<file path="src/rtl/tre_pkg.sv">
// Shared types and constants for the triangle edge rasterizer.
package tre_pkg;

    localparam int POS_W      = 20;
    localparam int DEPTH_W    = 16;
    localparam int COLOR_W    = 8;
    localparam int PIX_W      = 12;
    localparam int SCREEN_W   = 13;
    localparam int CFG_IDX_W  = 2;
    localparam int CFG_DATA_W = 16;
    localparam int QUO_W      = 16;
    localparam int CNT_W      = $clog2(QUO_W);
    localparam int VTX_COUNT  = 3;
    localparam int LANES      = 4;

    localparam logic OP_LOAD = 1'b0;
    localparam logic OP_STEP = 1'b1;

    localparam logic [1:0] VTX_LAST = 2'd2;
    localparam logic [CNT_W-1:0] MAC_LAST = CNT_W'(VTX_COUNT - 1);
    localparam logic [CNT_W-1:0] DIV_LAST = CNT_W'(QUO_W - 1);

    localparam logic [CFG_IDX_W-1:0] CFG_SCREEN_WIDTH  = 2'd0;
    localparam logic [CFG_IDX_W-1:0] CFG_SCREEN_HEIGHT = 2'd1;
    localparam logic [CFG_IDX_W-1:0] CFG_DEPTH_SCALE   = 2'd2;

    localparam logic [SCREEN_W-1:0] SCREEN_WIDTH_RST  = 13'd640;
    localparam logic [SCREEN_W-1:0] SCREEN_HEIGHT_RST = 13'd480;
    localparam logic [DEPTH_W-1:0]  DEPTH_SCALE_RST   = 16'hFFFF;
    localparam logic [DEPTH_W-1:0]  DEPTH_ONE         = 16'hFFFF;
    localparam logic [COLOR_W-1:0]  COLOR_ONE         = 8'hFF;

    typedef struct packed {
        logic                     op;
        logic [1:0]               vertex_index;
        logic signed [POS_W-1:0]  pos_x;
        logic signed [POS_W-1:0]  pos_y;
        logic [DEPTH_W-1:0]       depth_in;
        logic [COLOR_W-1:0]       red_in;
        logic [COLOR_W-1:0]       green_in;
        logic [COLOR_W-1:0]       blue_in;
    } cmd_payload_t;

    typedef struct packed {
        logic                fragment_valid;
        logic [PIX_W-1:0]    frag_x;
        logic [PIX_W-1:0]    frag_y;
        logic [DEPTH_W-1:0]  frag_depth;
        logic [COLOR_W-1:0]  frag_red;
        logic [COLOR_W-1:0]  frag_green;
        logic [COLOR_W-1:0]  frag_blue;
        logic                scan_done;
    } frag_payload_t;

    typedef struct packed {
        logic [CFG_IDX_W-1:0]  index;
        logic [CFG_DATA_W-1:0] wdata;
    } cfg_payload_t;

    typedef enum logic [3:0] {
        ST_IDLE,
        ST_SETUP_MUL,
        ST_SETUP_SUB,
        ST_SETUP_CHK,
        ST_CULL,
        ST_EDGE_MUL,
        ST_EDGE_SUB,
        ST_EDGE_CHK,
        ST_MAC,
        ST_DIV,
        ST_DEPTH,
        ST_RESULT
    } tre_state_t;

    typedef struct packed {
        logic       load_vtx;
        logic       setup_mul;
        logic       setup_sub;
        logic       setup_commit;
        logic       edge_mul;
        logic       edge_sub;
        logic       mac_en;
        logic [1:0] mac_sel;
        logic       div_step;
        logic       depth_mul;
        logic       pixel_load;
        logic       cull_load;
    } dp_cmd_t;

    typedef struct packed {
        logic scan_active;
        logic cull;
        logic covered;
        logic out_busy;
    } dp_status_t;

endpackage

</file>
<file path="src/rtl/tre_ctrl.sv">
// Sequencer that steps the rasterizer datapath through setup and pixel work.
module tre_ctrl (
    input  logic                  clk,
    input  logic                  rst_n,
    input  logic                  cmd_valid,
    input  logic                  cmd_op,
    input  logic [1:0]            cmd_vertex_index,
    input  tre_pkg::dp_status_t   st,
    output logic                  cmd_ready,
    output tre_pkg::dp_cmd_t      ctl
);

    tre_pkg::tre_state_t              state_reg, state_next;
    logic [tre_pkg::CNT_W-1:0]        cnt_reg, cnt_next;

    always_ff @(posedge clk or negedge rst_n)
    begin
        if (!rst_n)
        begin
            state_reg <= tre_pkg::ST_IDLE;
            cnt_reg   <= '0;
        end
        else
        begin
            state_reg <= state_next;
            cnt_reg   <= cnt_next;
        end
    end

    always_comb
    begin
        state_next = state_reg;
        cnt_next   = cnt_reg;
        unique case (state_reg)
            tre_pkg::ST_IDLE:
            begin
                if (cmd_valid)
                begin
                    if (cmd_op == tre_pkg::OP_STEP)
                    begin
                        if (st.scan_active)
                            state_next = tre_pkg::ST_EDGE_MUL;
                    end
                    else if (cmd_vertex_index == tre_pkg::VTX_LAST)
                    begin
                        state_next = tre_pkg::ST_SETUP_MUL;
                    end
                end
            end
            tre_pkg::ST_SETUP_MUL: state_next = tre_pkg::ST_SETUP_SUB;
            tre_pkg::ST_SETUP_SUB: state_next = tre_pkg::ST_SETUP_CHK;
            tre_pkg::ST_SETUP_CHK:
                state_next = st.cull ? tre_pkg::ST_CULL : tre_pkg::ST_IDLE;
            tre_pkg::ST_CULL:
            begin
                if (!st.out_busy)
                    state_next = tre_pkg::ST_IDLE;
            end
            tre_pkg::ST_EDGE_MUL: state_next = tre_pkg::ST_EDGE_SUB;
            tre_pkg::ST_EDGE_SUB: state_next = tre_pkg::ST_EDGE_CHK;
            tre_pkg::ST_EDGE_CHK:
            begin
                cnt_next = '0;
                state_next = st.covered ? tre_pkg::ST_MAC : tre_pkg::ST_RESULT;
            end
            tre_pkg::ST_MAC:
            begin
                if (cnt_reg == tre_pkg::MAC_LAST)
                begin
                    cnt_next   = '0;
                    state_next = tre_pkg::ST_DIV;
                end
                else
                begin
                    cnt_next = cnt_reg + 1'b1;
                end
            end
            tre_pkg::ST_DIV:
            begin
                if (cnt_reg == tre_pkg::DIV_LAST)
                    state_next = tre_pkg::ST_DEPTH;
                else
                    cnt_next = cnt_reg + 1'b1;
            end
            tre_pkg::ST_DEPTH: state_next = tre_pkg::ST_RESULT;
            tre_pkg::ST_RESULT:
            begin
                if (!st.out_busy)
                    state_next = tre_pkg::ST_IDLE;
            end
            default: state_next = tre_pkg::ST_IDLE;
        endcase
    end

    always_comb
    begin
        cmd_ready = 1'b0;
        ctl       = '0;
        ctl.mac_sel = cnt_reg[1:0];
        unique case (state_reg)
            tre_pkg::ST_IDLE:
            begin
                cmd_ready    = 1'b1;
                ctl.load_vtx = cmd_valid && (cmd_op == tre_pkg::OP_LOAD);
            end
            tre_pkg::ST_SETUP_MUL: ctl.setup_mul = 1'b1;
            tre_pkg::ST_SETUP_SUB: ctl.setup_sub = 1'b1;
            tre_pkg::ST_SETUP_CHK: ctl.setup_commit = !st.cull;
            tre_pkg::ST_CULL:      ctl.cull_load = !st.out_busy;
            tre_pkg::ST_EDGE_MUL:  ctl.edge_mul = 1'b1;
            tre_pkg::ST_EDGE_SUB:  ctl.edge_sub = 1'b1;
            tre_pkg::ST_EDGE_CHK:  ;
            tre_pkg::ST_MAC:       ctl.mac_en = 1'b1;
            tre_pkg::ST_DIV:       ctl.div_step = 1'b1;
            tre_pkg::ST_DEPTH:     ctl.depth_mul = 1'b1;
            tre_pkg::ST_RESULT:    ctl.pixel_load = !st.out_busy;
            default: ;
        endcase
    end

endmodule

</file>
<file path="config.mk">
export PLATFORM = sky130hd
export DESIGN_NAME = tre_ctrl
export DESIGN_NICKNAME = d
export VERILOG_FILES = /design/src/rtl/tre_pkg.sv /design/src/rtl/tre_ctrl.sv
export SDC_FILE = /design/constraint.sdc
export NUM_CORES = 1
export LEC_CHECK = 0
export BUFFER_PORTS_ARGS = -buffer_cell sky130_fd_sc_hd__buf_2
export CAP_MARGIN = 20
export CORE_MARGIN = 10
export CORE_UTILIZATION = 48
export CTS_CLUSTER_SIZE = 10
export DETAILED_ROUTE_END_ITERATION = 7
export GPL_TIMING_DRIVEN = 0
export PLACE_DENSITY = 0.77
export REMOVE_ABC_BUFFERS = 1
export SYNTH_ARGS = -nofsm -noshare
export SYNTH_HDL_FRONTEND = slang
export SYNTH_SLANG_ARGS = --single-unit
</file>
<file path="constraint.sdc">
create_clock -name clk -period 1.93 [get_ports clk]
set_input_delay 0.2895 -clock clk [delete_from_list [all_inputs] [get_ports clk]]
set_output_delay 0.2895 -clock clk [all_outputs]
set_load 0.02 [all_outputs]
</file>
==> results.py, run 1 <==
metrics = {
    "floorplan": {
        "start_util_pct": 52.53,
        "io_pins": 24,
        "fp.dieW_um": 58.21,
        "die_area_um2": 3388,
        "dieHeight_um": 58.21,
        "core_um2": 1334,
        "fp-row-count": 13,
    },
    "sta": {
        "finalCritPeriodShare_pct": 96.25,
        "worstMarginPinSlew_ns": 0.4731,
        "fin_tns_setup_ns": 0,
        "hold_viol_final": 0,
        "period_minus_slack_ns": 1.858,
        "max-slew-margin-rel_pct": 68.46,
        "rsz0062_at_grt": "true",
        "setup_violations": 0,
        "max_freq_mhz": 538.3,
        "holdWs_ns": 0.4102,
        "clock_skew_ns": 0.001464,
        "slew_viol_final": 0,
    },
    "synthesis": {
        "synth_common_cells": "8 x dfrtp_1, 7 x a21oi_1, 6 x o21ai_0",
        "synth_enable_flop_cells": 0,
        "synth_top_area_share_pct": 28.57,
        "ys_ff_latch": 8,
        "synth_ff_type": "dfrtp_1",
        "ys_warn_count": 0,
        "yosysTopAreaCell": "dfrtp_1",
        "synthCells": 86,
        "synth-async-reset-ratio_pct": 100.0,
        "ys_seq_area_share_pct": 28.57,
        "netlist_area_um2": 700.7,
        "yosysMostFrequentCell": "dfrtp_1",
        "synthTopCellsByArea": "dfrtp_1 29%, a21oi_1 5.0%, o21ai_0 4.3%",
        "synthDistinctLibCells": 37,
        "synth.avg_cell_area_um2": 8.147,
    },
    "setup_path": {
        "crit_type": "flop to output port",
        "required_ns": 1.64,
        "startpoint_type": "flop",
        "crit_path_end_kind": "output port",
        "arrival_ns": 1.57,
        "crit_fanout": 15,
    },
    "grt": {
        "grt_use_total_pct": 9.131,
        "grt_max_degree": 20,
        "grt_pass1_wl_um": 2587,
        "use_met2_pct": 13.65,
        "grt_pass1_vias": 594,
        "overflow": 0,
        "antenna_found_initial": 0,
        "grt.busiest_layer": "met2",
        "grt_use_met1_pct": 11.14,
        "grt.met3_usage_pct": 3.050,
    },
    "route": {
        "drt-total-wl_um": 1612,
        "drtIter0Drc": 12,
        "drt.antenna.violating_nets": 0,
        "firstDrtPassIters": 4,
        "wl_per_cell_um": 13.43,
        "vias": 681,
        "drc": 0,
        "viasPerCell": 5.675,
    },
    "final_layout": {
        "fin_area_um2": 828.3,
        "final_nets": 119,
        "utilization_pct": 62.10,
        "n_antenna_cell": 0,
        "drive_above_1_share_pct": 33.33,
        "nFillCells": 130,
        "area_growth_pct": 18.21,
    },
    "clock_network": {
        "cts_buffer_depth": 2,
        "cts_tree": "built",
        "clk_latency_ns": 0.24,
        "cts-root-buf": "clkbuf_4",
        "cts_buffers": 3,
        "clk_pin_slew_worst_paths_ns": 0.05,
        "htreeDepth": 1,
        "clock_sinks": 8,
    },
    "power_and_ir_drop": {
        "clock_power_share_pct": 10.1,
        "p_int_uw": 582.3,
        "max-vdd-ir-drop_v": 0.0007487,
        "seq_power_share_pct": 36.5,
        "p_leak_uw": 0.0003914,
        "total_switching_power_uw": 595.4,
        "combPwrFrac_pct": 53.4,
        "swShare_pct": 50.56,
        "powerDensity_nw_per_um2": 1422,
    },
    "status": {
        "status": "finished clean",
    },
    "job": {
        "drv_cap": 0,
    },
    "place": {
        "dp.final_hpwl_um": 1298,
        "io_buffer_count": 23,
        "place_area_um2": 787.0,
        "place_congestion": 0.7717,
    },
    "worst_hold_path": {
        "hold_class": "primary input to async pin",
    },
}
[power groups by stage]
stage | Clock, uW | Sequential, uW | Combinational [uW]
4_1_cts | 124 | 419 | 638
3_5_place_dp | 0 | 417 | 630
2_1_floorplan | 0 | 394 | 452
3_3_place_gp | 0 | 415 | 616
5_1_grt | 131 | 450 | 705
6_report | 119 | 430 | 628
[critical path, cell delays in order, from the launching register on]
cell     delay [ns]
dfrtp_1        0.54
nor4_2         0.43
and3b_1        0.19
buf_2          0.16
[per-stage QoR]
step,cells,total power [uW],setup slack (ns)
5_1_grt,120,1286,-0.01763
2_1_floorplan,78,845.7,-0.1205
3_3_place_gp,116,1031,0.2089
3_5_place_dp,116,1047,0.2141
4_1_cts,120,1181,0.05456
6_report,120,1178,0.07242
[placed cells by master (no fill, tap or decap), drive strengths merged, types with 2 or more instances in the layout]
| master | Yosys | routed |
|---|---|---|
| buf | 5 | 23 |
| dfrtp | 8 | 8 |
| a21oi | 7 | 7 |
| o21ai | 7 | 7 |
| nor3 | 5 | 5 |
| nor2 | 5 | 5 |
| nand2 | 5 | 5 |
| nand2b | 4 | 4 |
| inv | 3 | 3 |
| a21o | 3 | 3 |
| clkbuf | 3 | 3 |
| nand3 | 3 | 3 |
| nor3b | 3 | 3 |
| nor2b | 2 | 2 |
| nand4 | 2 | 2 |
| and4b | 2 | 2 |
| nand3b | 2 | 2 |
| ha | 2 | 2 |
| nor4 | 2 | 2 |
| a31o | 2 | 2 |
| and2 | 2 | 2 |
[cells by family (layout without fill, tap and decap cells)]
kind of cell,Yosys count,in the layout,share of synthesized area (%)
flops,8,8,28.57
compound gates,24,24,21.79
simple gates,41,41,37.68
fa+ha+maj,2,2,3.571
buf+inv,11,30,8.392
[layout make-up]
class	count	area (um2)	share of cell area, %
multi-input cells	67	447.9	54.08
flip-flops and latches	8	202.7	24.47
repair buffers	24	125.1	15.11
clock buffers	3	22.52	2.719
well taps	15	18.77	2.266
inverters	3	11.26	1.360
[timing repair]
action / 4_1_cts / 5_1_grt
hold endpoints to repair: 8 / 0
resized for setup: 1 / 2
endpoints found under the setup margin: 1 / 4
hold buffers: 1 / 0
setup buffers: 0 / 0
[path summary, 6_finish.rpt]
path,startpoint,to,slack (ns),cells after the start
max,state_reg[1]$_DFFE_PN0P_,ctl[12],0.07,3
min reg2reg,cnt_reg[1]$_DFFE_PN0P_,cnt_reg[1]$_DFFE_PN0P_,0.56,2
max in group asynchronous,rst_n,state_reg[0]$_DFFE_PN0P_,1.35,2
max reg2reg,cnt_reg[0]$_DFFE_PN0P_,state_reg[3]$_DFFE_PN0P_,0.23,6
min in group clk,st[1],state_reg[1]$_DFFE_PN0P_,0.43,4
min,rst_n,state_reg[1]$_DFFE_PN0P_,0.41,2
[routing by layer]
| layer | vias up | part of all wire (%) |
|---|---|---|
| li1 | 352 | - |
| met2 | 21 | 45 |
| met5 | - | 0 |
| met4 | 0 | 0 |
| met3 | 0 | 8.3 |
| met1 | 308 | 47 |
No activity file was read; power rests on OpenSTA's default activity.
==> inputs of run 2 (changes only) <==
- ABC_AREA: not set -> 1
- CAP_MARGIN: 20 -> not set
- CORE_UTILIZATION: 48 -> 38
- PLACE_DENSITY: 0.77 -> not set
==> results.py, run 2 <==
metrics = {
    "status": {
        "status": "finished clean",
    },
    "route": {
        "drt.antenna.violating_nets": 0,
        "viasPerCell": 4.470,
        "drc": 0,
        "drt-total-wl_um": 1725,
        "drtIter0Drc": 13,
        "firstDrtPassIters": 4,
        "wl_per_cell_um": 10.52,
        "vias": 733,
    },
    "floorplan": {
        "die_area_um2": 3942,
        "fp.dieW_um": 62.79,
        "fp-row-count": 15,
        "dieHeight_um": 62.79,
        "core_um2": 1727,
        "start_util_pct": 40.29,
        "io_pins": 24,
    },
    "synthesis": {
        "ys_ff_latch": 8,
        "netlist_area_um2": 695.7,
        "synth_common_cells": "36 x nand2_1, 18 x inv_1, 15 x nand3_1, 11 x nor2_1, 8 x dfrtp_1",
        "ys_seq_area_share_pct": 28.78,
        "yosysTopAreaCell": "dfrtp_1",
        "yosysMostFrequentCell": "nand2_1",
        "ys_warn_count": 0,
        "synth_enable_flop_cells": 0,
        "synth_top_area_share_pct": 28.78,
        "synthDistinctLibCells": 19,
        "synth-async-reset-ratio_pct": 100.0,
        "synth_ff_type": "dfrtp_1",
        "synthTopCellsByArea": "dfrtp_1 29%, nand2_1 19%, nand3_1 11%",
        "synth.avg_cell_area_um2": 6.102,
        "synthCells": 114,
    },
    "grt": {
        "grt_pass1_vias": 645,
        "grt_use_total_pct": 8.530,
        "overflow": 0,
        "antenna_found_initial": 0,
        "grt_max_degree": 9,
        "grt_pass1_wl_um": 2863,
    },
    "sta": {
        "setup_violations": 0,
        "hold_viol_final": 0,
        "clock_skew_ns": 0.003582,
        "period_minus_slack_ns": 1.654,
        "slew_viol_final": 0,
        "fin_tns_setup_ns": 0,
        "holdWs_ns": 0.4273,
        "rsz0062_at_grt": "false",
        "max-slew-margin-rel_pct": 81.13,
        "worstMarginPinSlew_ns": 0.2830,
        "finalCritPeriodShare_pct": 85.71,
        "max_freq_mhz": 604.5,
    },
    "place": {
        "io_buffer_count": 23,
        "dp.final_hpwl_um": 1494,
        "place_inst": 160,
        "place_area_um2": 827.0,
        "place_congestion": 0.8643,
    },
    "power_and_ir_drop": {
        "power_uw": 1083,
        "p_leak_uw": 0.0005359,
        "max-vdd-ir-drop_v": 0.0006445,
        "powerDensity_nw_per_um2": 1260,
    },
    "setup_path": {
        "arrival_ns": 1.36,
        "required_ns": 1.64,
        "crit_type": "flop to output port",
        "crit_path_end_kind": "output port",
        "crit_fanout": 5,
        "startpoint_type": "flop",
    },
    "clock_network": {
        "htreeDepth": 1,
        "cts_buffer_depth": 2,
        "cts-root-buf": "clkbuf_4",
        "clk_pin_slew_worst_paths_ns": 0.05,
        "clk_latency_ns": 0.24,
        "clock_sinks": 8,
        "cts_resized": 0,
        "cts_buffers": 3,
        "cts_tree": "built",
    },
    "final_layout": {
        "final_common_cell": "nand2_1",
        "fin_area_um2": 859.6,
        "nFillCells": 199,
        "area_growth_pct": 23.56,
        "finalNonFillerCells": 164,
        "final_cell_mix": "36 x nand2_1, 23 x buf_2, 18 x inv_1, 15 x nand3_1, 11 x nor2_1",
        "final_nets": 153,
        "n_antenna_cell": 0,
        "drive_above_1_share_pct": 25.90,
    },
    "worst_hold_path": {
        "hold_class": "primary input to async pin",
    },
    "job": {
        "drv_cap": 0,
    },
}
## run 2: per-layer routing
metal / up-vias / track usage (%) / wire [um]
li1: 404 / - / -
met1: 315 / 10.33 / 808
met2: 12 / 13.97 / 807
met3: 2 / 3.226 / 101
met4: 0 / 1.676 / 8
met5: - / 0 / 0
## run 2: final cells by class
type / count / area (um2) / share of cell area (%)
Multi-Input combinational cell: 84 / 405.4 / 47.16
Tap cell: 25 / 31.28 / 3.639
Clock buffer: 3 / 22.52 / 2.620
Timing Repair Buffer: 24 / 125.1 / 14.56
Sequential cell: 8 / 200.2 / 23.29
Inverter: 20 / 75.07 / 8.734
## run 2: critical path: stages, from the launching register on
cell and delay (ns):
dfrtp_1 0.43, nor2_1 0.23, nand2_1 0.14, nor3_1 0.13, buf_2 0.19
## run 2: cell families (layout without fill, tap and decap cells)
family                     Yosys count  count (layout)  synth area share [%]
and+or+nand+nor                     72              72                 45.50
buffers and inverters               22              47                 12.95
AOI/OAI and AO/OA                    8               8                 6.654
DFF                                  8               8                 28.78
adders and majority gates            2               2                 3.597
xor gates and xnor gates             2               2                 2.518
## run 2: worst paths after layout
kind / from / to / slack [ns] / depth (start not counted)
max: state_reg[2]$_DFFE_PN0P_ / ctl[12] / 0.28 / 4
min: rst_n / cnt_reg[3]$_DFFE_PN0P_ / 0.43 / 2
max reg2reg: cnt_reg[1]$_DFFE_PN0P_ / state_reg[2]$_DFFE_PN0P_ / 0.57 / 8
min reg2reg: cnt_reg[3]$_DFFE_PN0P_ / cnt_reg[3]$_DFFE_PN0P_ / 0.56 / 2
max in group asynchronous: rst_n / state_reg[0]$_DFFE_PN0P_ / 1.34 / 2
min in group clk: st[0] / state_reg[3]$_DFFE_PN0P_ / 0.44 / 4
## run 2: repair_timing
action | CTS | global route
hold buffers | 1 | 0
setup endpoints to repair | 0 | 0
buffers inserted | 0 | 0
endpoints found under the hold margin | 8 | 0
## run 2: through the flow
stage	utilization (%)	setup WS (ns)
CTS	49.78	0.2621
detailed placement	47.90	0.5386
global placement	47.90	0.5575
global route	49.78	0.1795
floorplan	-	0.4851
finish	49.78	0.2758
## run 2: power by group
group          internal [uW]  switching, uW
Clock                   70.6           48.8
Combinational            222            442
Sequential               224           75.4
Total                    516            567
==> inputs of run 3 (changes only) <==
- ABC_AREA: 1 -> not set
- RECOVER_POWER: not set -> 100
==> results.py, run 3 (synthesized netlist as in run 1, its figures left out) <==
metrics = {
    "setup_path": {
        "slowest_delay_ns": 0.58,
        "crit_type": "flop to output port",
        "startpoint_type": "flop",
        "path_cells": "nand2b_1, nor3_1, clkbuf_2",
        "crit_family": "flip-flops",
        "r2r-start": "state_reg[3]$_DFFE_PN0P_",
        "worst-path-buf-inv": 1,
        "required_ns": 1.64,
        "crit_path_end_kind": "output port",
        "crit_fanout": 13,
        "cp_slowest_cell": "dfrtp_1",
        "reg2reg_depth": 4,
        "r2r_slack_ns": 0.22,
        "arrival_ns": 1.48,
        "r2r-end": "cnt_reg[3]$_DFFE_PN0P_",
    },
    "floorplan": {
        "fp-row-count": 15,
        "core_um2": 1745,
        "dieHeight_um": 62.94,
        "io_pins": 24,
        "fp.dieW_um": 62.94,
        "start_util_pct": 40.14,
        "die_area_um2": 3961,
    },
    "clock_network": {
        "htreeDepth": 1,
        "cts_buffers": 3,
        "cts_tree": "built",
        "clk_latency_ns": 0.24,
        "cts_buffer_depth": 2,
        "cts-root-buf": "clkbuf_4",
        "clk_pin_slew_worst_paths_ns": 0.05,
        "clock_sinks": 8,
    },
    "route": {
        "drt-total-wl_um": 1662,
        "drc": 0,
        "viasPerCell": 5.054,
        "drt.antenna.violating_nets": 0,
        "drtIter0Drc": 23,
        "wl_per_cell_um": 12.78,
        "firstDrtPassIters": 4,
        "vias": 657,
    },
    "grt": {
        "grt_max_degree": 20,
        "grt_pass1_wl_um": 2829,
        "overflow": 0,
        "grt_pass1_vias": 607,
        "grt_use_total_pct": 8.333,
        "antenna_found_initial": 0,
    },
    "worst_hold_path": {
        "hold_end": "state_reg[1]$_DFFE_PN0P_",
        "hold_class": "primary input to flop",
        "hp-start": "st[1]",
        "min_path_cells": 4,
    },
    "power_and_ir_drop": {
        "p_leak_uw": 0.0003491,
        "powerDensity_nw_per_um2": 1410,
        "max-vdd-ir-drop_v": 0.0007319,
    },
    "place": {
        "io_buffer_count": 23,
        "place_congestion": 0.7126,
        "place_inst": 126,
        "dp.final_hpwl_um": 1296,
    },
    "final_layout": {
        "finalNonFillerCells": 130,
        "final_cell_mix": "10 x buf_2, 9 x clkbuf_1, 7 x a21oi_1, 6 x o21ai_0",
        "final_common_cell": "buf_2",
        "final_nets": 119,
        "utilization_pct": 47.38,
        "nFillCells": 178,
        "n_antenna_cell": 0,
        "area_growth_pct": 18.04,
        "drive_above_1_share_pct": 24.76,
    },
    "sta": {
        "slew_viol_final": 0,
        "max_freq_mhz": 564.9,
        "period_minus_slack_ns": 1.770,
        "worstMarginPinSlew_ns": 0.4107,
        "hold_viol_final": 0,
        "max-slew-margin-rel_pct": 72.62,
        "clock_skew_ns": 0.004675,
        "finalCritPeriodShare_pct": 91.72,
        "setup_violations": 0,
        "rsz0062_at_grt": "false",
    },
    "job": {
        "drv_cap": 0,
    },
    "status": {
        "status": "finished clean",
    },
}
[run 3: layout make-up]
| type | count | area (um2) | area share (%) |
|---|---|---|---|
| well taps | 25 | 31.28 | 3.782 |
| multi-input cells | 67 | 444.2 | 53.71 |
| repair buffers | 24 | 113.9 | 13.77 |
| flip-flops and latches | 8 | 203.9 | 24.66 |
| clock buffers | 3 | 22.52 | 2.723 |
| inverters | 3 | 11.26 | 1.362 |
[run 3: timing repair]
action,CTS,global route
buffers inserted,0,0
setup endpoints to repair,0,5
resized for setup,0,4
endpoints found under the hold margin,8,0
hold buffers,1,0
[run 3: power by group]
group / total [uW] / switching, uW / internal [uW] / leakage (uW)
Clock: 119 / 48.6 / 70.6 / 0.0000138
Sequential: 436 / 201 / 234 / 0.000100
Combinational: 611 / 350 / 262 / 0.000235
[run 3: worst register-to-register path: stages (launching register included)]
cell and delay (ns):
dfrtp_1 0.58, nor3b_2 0.33, a21oi_1 0.20, or3_1 0.38, a21oi_1 0.15
[run 3: stage by stage]
step / setup slack, ns / area [um2] / TNS (ns) / total power (uW) / hold slack [ns]
floorplan: -0.1205 / 653.1 / -0.1205 / 845.7 / -0.006091
global placement: 0.1887 / 799.5 / 0 / 1047 / 0.1351
global route: 0.02058 / 827.0 / 0 / 1283 / 0.4651
CTS: 0.01638 / 832.0 / 0 / 1181 / 0.4061
finish: 0.1598 / 827.0 / 0 / 1167 / 0.4524
detailed placement: 0.1867 / 799.5 / 0 / 1052 / 0.1378
[run 3: how the worst max path moves through the flow]
stage,start,endpoint,cells after the start
2_1_floorplan,state_reg[0]$_DFFE_PN0P_,ctl[12],2
3_3_place_gp,state_reg[0]$_DFFE_PN0P_,state_reg[3]$_DFFE_PN0P_,4
3_5_place_dp,state_reg[0]$_DFFE_PN0P_,state_reg[3]$_DFFE_PN0P_,4
4_1_cts,state_reg[0]$_DFFE_PN0P_,ctl[12],3
5_1_grt,state_reg[3]$_DFFE_PN0P_,ctl[6],3
6_report,state_reg[3]$_DFFE_PN0P_,ctl[6],3
[run 3: layer usage]
layer	global-route usage (%)	wire length, um	up-vias
met5	0	0	-
met1	10.74	845	288
met2	11.80	725	14
met4	3.352	12	0
li1	-	-	353
met3	3.405	79	2
